`config.mk`:
```
export PLATFORM = sky130hd
export DESIGN_NAME = i2c_target_register_file_core
export DESIGN_NICKNAME = d
export VERILOG_FILES = /design/src/sv/i2ctrf_pkg.sv /design/src/sv/i2ctrf_ram.sv /design/src/sv/i2ctrf_ctrl.sv /design/src/sv/i2ctrf_dp.sv /design/src/sv/i2c_target_register_file_core.sv
export SDC_FILE = /design/constraint.sdc
export NUM_CORES = 2
export LEC_CHECK = 0
export BUFFER_PORTS_ARGS = -buffer_cell sky130_fd_sc_hd__buf_4
export CORE_ASPECT_RATIO = 1.75
export CORE_MARGIN = 1.5
export CORE_UTILIZATION = 40
export CTS_CLUSTER_SIZE = 25
export DETAILED_ROUTE_END_ITERATION = 10
export HOLD_SLACK_MARGIN = 0.05
export SLEW_MARGIN = 0
export SYNTH_ARGS = -nofsm -noshare
export SYNTH_HDL_FRONTEND = slang
export SYNTH_HIERARCHICAL = 1
export SYNTH_SLANG_ARGS = --single-unit
export TNS_END_PERCENT = 1
```
`constraint.sdc`:
```
create_clock -name clk_i -period 11.09 [get_ports clk_i]
set_input_delay 1.109 -clock clk_i [delete_from_list [all_inputs] [get_ports clk_i]]
set_output_delay 1.109 -clock clk_i [all_outputs]
set_load 0.05 [all_outputs]
```
`src/sv/i2ctrf_pkg.sv`:
```
// Shared types and constants for the I2C target register file.
// No dependencies; every other file of the block except i2ctrf_ram imports this package.
package i2ctrf_pkg;

  localparam logic [1:0] OP_WR_MATCH = 2'd0;
  localparam logic [1:0] OP_DATA     = 2'd1;
  localparam logic [1:0] OP_RD_MATCH = 2'd2;

  localparam logic [7:0] CHAR_ARM_READ = 8'h4D;
  localparam logic [7:0] CHAR_RESET    = 8'h52;

  typedef struct packed {
    logic [1:0] opcode;
    logic       general_call;
    logic [7:0] rx_byte;
  } in_item_t;

  typedef struct packed {
    logic       tx_valid;
    logic [7:0] tx_byte;
    logic       led_off;
  } result_t;

  typedef struct packed {
    logic accept;
    logic clear_step;
    logic exec;
  } ctrl_cmd_t;

  typedef struct packed {
    logic clear_last;
  } dp_status_t;

  typedef enum logic [1:0] {
    ST_CLEAR,
    ST_IDLE,
    ST_EXEC
  } state_e;

endpackage

```
`src/sv/i2ctrf_ram.sv`:
```
// Generic single-write, single-read RAM with registered read data.
// No dependencies.
module i2ctrf_ram #(
  parameter int unsigned WIDTH = 8,
  parameter int unsigned DEPTH = 256
) (
  input  logic                     clk_i,
  input  logic                     we_i,
  input  logic [$clog2(DEPTH)-1:0] waddr_i,
  input  logic [WIDTH-1:0]         wdata_i,
  input  logic                     re_i,
  input  logic [$clog2(DEPTH)-1:0] raddr_i,
  output logic [WIDTH-1:0]         rdata_o
);

  logic [WIDTH-1:0] mem_q [DEPTH];
  logic [WIDTH-1:0] rdata_q;

  always_ff @(posedge clk_i) begin
    if (we_i) begin
      mem_q[waddr_i] <= wdata_i;
    end
  end

  always_ff @(posedge clk_i) begin
    if (re_i) begin
      rdata_q <= mem_q[raddr_i];
    end
  end

  assign rdata_o = rdata_q;

endmodule

```
`src/sv/i2ctrf_ctrl.sv`:
```
// Controller state machine: clearing pass, idle, event execution.
// Depends on i2ctrf_pkg for the state and command/status types.
module i2ctrf_ctrl (
  input  logic                   clk_i,
  input  logic                   rst_ni,
  input  logic                   start_i,
  output logic                   busy_o,
  output i2ctrf_pkg::ctrl_cmd_t  cmd_o,
  input  i2ctrf_pkg::dp_status_t sts_i
);

  import i2ctrf_pkg::*;

  state_e state_q, state_d;

  always_ff @(posedge clk_i or negedge rst_ni) begin
    if (!rst_ni) begin
      state_q <= ST_CLEAR;
    end else begin
      state_q <= state_d;
    end
  end

  always_comb begin
    state_d = state_q;
    unique case (state_q)
      ST_CLEAR: begin
        if (sts_i.clear_last) state_d = ST_IDLE;
      end
      ST_IDLE: begin
        if (start_i) state_d = ST_EXEC;
      end
      ST_EXEC: begin
        state_d = ST_IDLE;
      end
      default: begin
        state_d = ST_CLEAR;
      end
    endcase
  end

  always_comb begin
    busy_o           = 1'b1;
    cmd_o.accept     = 1'b0;
    cmd_o.clear_step = 1'b0;
    cmd_o.exec       = 1'b0;
    unique case (state_q)
      ST_CLEAR: begin
        cmd_o.clear_step = 1'b1;
      end
      ST_IDLE: begin
        busy_o       = 1'b0;
        cmd_o.accept = start_i;
      end
      ST_EXEC: begin
        cmd_o.exec = 1'b1;
      end
      default: begin
        busy_o = 1'b1;
      end
    endcase
  end

endmodule

```
`src/sv/i2ctrf_dp.sv`:
```
// Datapath: pointer, pending flags, clear counter, byte store and result register.
// Depends on i2ctrf_pkg and i2ctrf_ram.
module i2ctrf_dp #(
  parameter int unsigned STORE_DEPTH = 256
) (
  input  logic                   clk_i,
  input  logic                   rst_ni,
  input  i2ctrf_pkg::ctrl_cmd_t  cmd_i,
  output i2ctrf_pkg::dp_status_t sts_o,
  input  i2ctrf_pkg::in_item_t   in_item_i,
  output logic                   result_valid_o,
  output i2ctrf_pkg::result_t    result_o
);

  import i2ctrf_pkg::*;

  localparam int unsigned PW = $clog2(STORE_DEPTH);
  localparam int unsigned MW = PW + 4;
  localparam logic [MW-1:0] DEPTH_M = MW'(STORE_DEPTH);
  localparam logic [PW:0]   DEPTH_S = (PW+1)'(STORE_DEPTH);
  localparam logic [PW-1:0] LAST_IDX = PW'(STORE_DEPTH - 1);
  localparam logic [PW-1:0] LED_IDX = PW'(1);

  in_item_t      item_q;
  result_t       res_q, res_d;
  logic          res_vld_q;
  logic [PW-1:0] ptr_q, ptr_d;
  logic          off_q, off_d;
  logic          dat_q, dat_d;
  logic          bc_q, bc_d;
  logic          arm_q, arm_d;
  logic [PW-1:0] clr_q;

  logic          ram_we, exec_we;
  logic [PW-1:0] ram_waddr, exec_waddr;
  logic [7:0]    ram_wdata, exec_wdata;
  logic [7:0]    ram_rdata;
  logic [PW-1:0] ptr_adv;

  always_comb begin
    logic [MW-1:0] r;
    logic [PW:0]   s;
    r = MW'(item_q.rx_byte);
    for (int k = 3; k >= 0; k--) begin
      if (r >= (DEPTH_M << k)) r = r - (DEPTH_M << k);
    end
    s = (PW+1)'(ptr_q) + (PW+1)'(r);
    if (s >= DEPTH_S) begin
      ptr_adv = PW'(s - DEPTH_S);
    end else begin
      ptr_adv = PW'(s);
    end
  end

  always_comb begin
    ptr_d      = ptr_q;
    off_d      = off_q;
    dat_d      = dat_q;
    bc_d       = bc_q;
    arm_d      = arm_q;
    exec_we    = 1'b0;
    exec_waddr = ptr_q;
    exec_wdata = item_q.rx_byte;
    res_d      = '0;
    if (cmd_i.exec) begin
      case (item_q.opcode)
        OP_WR_MATCH: begin
          bc_d  = bc_q | item_q.general_call;
          off_d = 1'b1;
        end
        OP_DATA: begin
          if (off_q && !bc_q) begin
            off_d = 1'b0;
            dat_d = 1'b1;
            if (item_q.rx_byte == CHAR_ARM_READ) begin
              arm_d = 1'b1;
            end else begin
              arm_d = 1'b0;
              ptr_d = ptr_adv;
            end
          end else if (dat_q && !arm_q && !bc_q) begin
            exec_we = 1'b1;
            off_d   = 1'b0;
            dat_d   = 1'b0;
            ptr_d   = '0;
          end else if (dat_q && arm_q && !bc_q) begin
            ptr_d = ptr_adv;
            off_d = 1'b0;
            dat_d = 1'b0;
          end else if (bc_q) begin
            bc_d  = 1'b0;
            off_d = 1'b0;
            dat_d = 1'b0;
            if (item_q.rx_byte == CHAR_RESET) begin
              exec_we       = 1'b1;
              exec_waddr    = LED_IDX;
              exec_wdata    = '0;
              res_d.led_off = 1'b1;
            end
          end
        end
        OP_RD_MATCH: begin
          res_d.tx_valid = 1'b1;
          res_d.tx_byte  = ram_rdata;
          ptr_d          = '0;
        end
        default: begin
          res_d = '0;
        end
      endcase
    end
  end

  always_comb begin
    if (cmd_i.clear_step) begin
      ram_we    = 1'b1;
      ram_waddr = clr_q;
      ram_wdata = '0;
    end else begin
      ram_we    = exec_we;
      ram_waddr = exec_waddr;
      ram_wdata = exec_wdata;
    end
  end

  assign sts_o.clear_last = cmd_i.clear_step && (clr_q == LAST_IDX);

  i2ctrf_ram #(
    .WIDTH(8),
    .DEPTH(STORE_DEPTH)
  ) u_store (
    .clk_i  (clk_i),
    .we_i   (ram_we),
    .waddr_i(ram_waddr),
    .wdata_i(ram_wdata),
    .re_i   (cmd_i.accept),
    .raddr_i(ptr_q),
    .rdata_o(ram_rdata)
  );

  always_ff @(posedge clk_i or negedge rst_ni) begin
    if (!rst_ni) begin
      ptr_q     <= '0;
      off_q     <= 1'b0;
      dat_q     <= 1'b0;
      bc_q      <= 1'b0;
      arm_q     <= 1'b0;
      clr_q     <= '0;
      res_vld_q <= 1'b0;
    end else begin
      ptr_q     <= ptr_d;
      off_q     <= off_d;
      dat_q     <= dat_d;
      bc_q      <= bc_d;
      arm_q     <= arm_d;
      res_vld_q <= cmd_i.exec;
      if (cmd_i.clear_step) clr_q <= clr_q + PW'(1);
    end
  end

  always_ff @(posedge clk_i) begin
    if (cmd_i.accept) item_q <= in_item_i;
    if (cmd_i.exec) res_q <= res_d;
  end

  assign result_valid_o = res_vld_q;
  assign result_o       = res_q;

endmodule

```
`src/sv/i2c_target_register_file_core.sv`:
```
// Top level of the I2C target register file: controller plus datapath.
// Depends on i2ctrf_pkg, i2ctrf_ctrl, i2ctrf_dp and i2ctrf_ram.
//
// Usage:
//   Input channel: present one bus event on in_item_i and raise start; the
//   event is taken at a rising edge where start is high and busy is low.
//   Result channel: every event yields one result on result_o, marked by a
//   one-cycle result_valid_o strobe, registered at the end of the execute state. The
//   receiver cannot stall; each strobe must be captured when it appears.
//   No new event is taken until the last has executed. The byte store is a
//   single RAM with registered read: the read at the pointer starts on the
//   taking edge, and the update and any store write happen in the following
//   execute cycle. The next event may be offered while the previous result
//   is on the ports. Reset: pointer and pending flags clear at once; then a
//   clearing pass writes zero to every store entry, one per cycle, during
//   which busy stays high.
module i2c_target_register_file_core #(
  parameter int unsigned STORE_DEPTH = 256
) (
  input  logic                 clk_i,
  input  logic                 rst_ni,
  input  logic                 start,
  output logic                 busy,
  input  i2ctrf_pkg::in_item_t in_item_i,
  output logic                 result_valid_o,
  output i2ctrf_pkg::result_t  result_o
);

  import i2ctrf_pkg::*;

  ctrl_cmd_t  cmd;
  dp_status_t sts;

  i2ctrf_ctrl u_ctrl (
    .clk_i  (clk_i),
    .rst_ni (rst_ni),
    .start_i(start),
    .busy_o (busy),
    .cmd_o  (cmd),
    .sts_i  (sts)
  );

  i2ctrf_dp #(
    .STORE_DEPTH(STORE_DEPTH)
  ) u_dp (
    .clk_i         (clk_i),
    .rst_ni        (rst_ni),
    .cmd_i         (cmd),
    .sts_o         (sts),
    .in_item_i     (in_item_i),
    .result_valid_o(result_valid_o),
    .result_o      (result_o)
  );

endmodule

```
==> reports/results.tsv <==
metric	value	unit
rows	219	
layout.area.seq	63000	um2
path_class	reg -> reg	
globalRouteOverflowTotal	0	
cts_buffers	185	
fin_cells	6784	
hold_viol	0	
whs	0.194	ns
grt_use_total	20.7	%
multi_input_area	17500	um2
grt_max_degree	189	
drt_iter0_markers	4036	
r2r_slack	5.61	ns
cts_tree	built	
hp-class	in -> async	
hpwlAfterDp	134000	um
netlist.area_leader.share	76.2	%
io_buffer_count	25	
leakagePower	27.3	nW
placedCellCount	6454	
synthArstFlopShare	1.10	%
finalCriticalPeriod	5.48	ns
synth_edf_count	2077	
final_common_cell	edfxtp_1	
dp_slack	5.47	ns
synth_top_area_cell	edfxtp_1	
failed_checks	max-capacitance violations	
wl_per_cell	31.5	um
grt_pass1_vias	40990	
num_vias	39529	
clk_latency	0.83	ns
clock-sinks	2100	
cp_max_fo	98	
grt_use_met3	2.20	%
crit_required	11.63	ns
synth_cell_types	77	
cts_buffer_depth	4	
use_met2	37.2	%
gp_congestion	0.855	
drt.antenna.violating_nets	0	
max_freq	0.183	GHz
ys_seq_elements	2100	
min_period_over_period	49.4	%
cts_resized	0	
ys.flop_type	edfxtp_1	
maxSlewHeadroom	0.545	%
antenna_found_initial	3	
use_met1	23.8	%
setup_viol	0	
final_cell_mix	edfxtp_1 (2077), mux4_2 (454), nor2_1 (291), clkbuf_16 (188), mux2i_1 (136)	
syn-mean-instance-area	20.9	um2
rsz0062_at_grt	false	
end_kind	flip-flop	
drive_gt1_share	21.4	%
synth_cells	3922	
start_util	40.3	%
ir_drop	0.156	mV
die_height	601	um
synth_area	81900	um2
drc	0	
grt_pass1_wl	306000	um
status	finished, violations left	
fillCellCount	17101	
clkTransAtPathRegs	0.07	ns
cts-htree-levels	4	
utilization	44.6	%
tightest_slew	1.48	ns
synthTopCellsByArea	edfxtp_1 (76%), mux4_2 (12%), mux2i_1 (1.7%)	
vias_per_cell	5.83	
cts_setup_buffers	0	
worstPathArrival	6.02	ns
design.portCount	26	
power_density	231	nW/um2
cts_root_buf	clkbuf_16	
maxCapViolCount	1	
ys_warn_count	6	
setup_slack	5.61	ns
core	203000	um2
wirelength	214000	um
tns	0	ns
die_area	207000	um2
slew_violations	0	
area_growth	10.7	%
cts_hold_buf	0	
dieWidth	345	um
finalClockSkew	0.0418	ns
worstSetupStartpointType	flip-flop	
nets	4012	
seq_area_frac_synth	76.9	%
synth_nets	3945	
first_pass_iters	5	
busiest_layer	met2	
## synth_stat cells, drive strengths merged, types with 3 or more instances
cell type	count
nand2	44
nor3	25
xnor2	7
nor2b	38
buf	124
or2	4
nand2b	12
o22a	5
inv	8
mux4	456
mux2i	136
nand3	42
o32ai	5
o211ai	10
a21o	5
a22o	16
edfxtp	2077
ha	8
a22oi	133
a221oi	14
o22ai	29
a31oi	3
and2	19
a2111oi	5
clkbuf	113
nor2	296
a211oi	18
nor4	28
a21oi	103
o31ai	4
o21ai	16
dfrtp	23
nand4	14
o221ai	48
xor2	4
## flip-flops by register name, summed over array words and instances, names as in the netlist
signal	flops
u_dp/u_store/mem_q	2048
u_dp/arm_q	1
u_ctrl/state_q	2
u_dp/dat_q	1
u_dp/clr_q	8
u_dp/result_o	10
u_dp/result_valid_o	1
u_dp/u_store/rdata_o	8
u_dp/off_q	1
u_dp/item_q	11
u_dp/bc_q	1
u_dp/ptr_q	8
## report_power, final
part / internal (mW) / switching, mW / leakage (nW) / total (mW)
logic: 1.89 / 3.51 / 5.02 / 5.39
clock network: 3.49 / 2.83 / 2.84 / 6.32
registers: 9.07 / 0.156 / 19.5 / 9.23
total: 14.4 / 6.50 / 27.3 / 20.9
## area by class of cell
cell class | instances | area share, %
Multi-Input combinational cell | 1576 | 19.4
Antenna cell | 2 | 0.00552
Sequential cell | 2100 | 69.5
Timing Repair Buffer | 117 | 1.08
Clock inverter | 104 | 1.02
Tap cell | 2652 | 3.66
Inverter | 9 | 0.0373
Clock buffer | 224 | 5.35
## logic make-up (layout without fill, tap and decap cells)
kind of cell	Yosys count	in the layout	share of synthesized area, %
compound gates	424	424	3.70
xor+xnor	11	11	0.118
fa+ha+maj	9	9	0.147
buf+inv	246	454	1.83
flops	2100	2100	76.9
mux	594	594	14.2
other cells	0	2	0
simple gates	538	538	3.07
## layer usage
layer	wire, um	share of wire (%)
met3	9630	4.5
met5	0	0
met4	13600	6.4
met1	75800	35
met2	115000	54
## final timing paths
| check | start | cells after the start | end |
|---|---|---|---|
| worst max-delay path | u_dp/ptr_q[0]$_DFFE_PN0P_ | 8 | u_dp/u_store/rdata_o[2]$_DFFE_PP_ |
| worst min-delay path | rst_ni | 1 | u_dp/ptr_q[6]$_DFFE_PN0P_ |
| worst max register to register | u_dp/ptr_q[0]$_DFFE_PN0P_ | 8 | u_dp/u_store/rdata_o[2]$_DFFE_PP_ |
| worst min register to register | u_dp/clr_q[7]$_DFFE_PN0P_ | 1 | u_dp/clr_q[7]$_DFFE_PN0P_ |
| max in group asynchronous | rst_ni | 1 | u_dp/ptr_q[0]$_DFFE_PN0P_ |
| min in group clk_i | in_item_i[3] | 1 | u_dp/item_q[3]$_DFFE_PP_ |
## through the flow
stage                     power [mW]  instance area, um2
after floorplan                 12.8               81900
after global placement          14.8               84800
after detailed placement        14.8               84800
after CTS                       21.1               90600
after global routing            21.5               90600
final                           20.9               90600
## worst max-delay path: stages, from the launching register on
cell and delay (ns):
dfrtp_4 0.72, buf_12 0.61, buf_4 0.76, buf_4 0.56, mux4_2 0.57, mux4_2 0.50, nor2b_1 0.15, nor4_1 0.97
nor4_2 0.13
No activity file was read; power rests on OpenSTA's default activity.
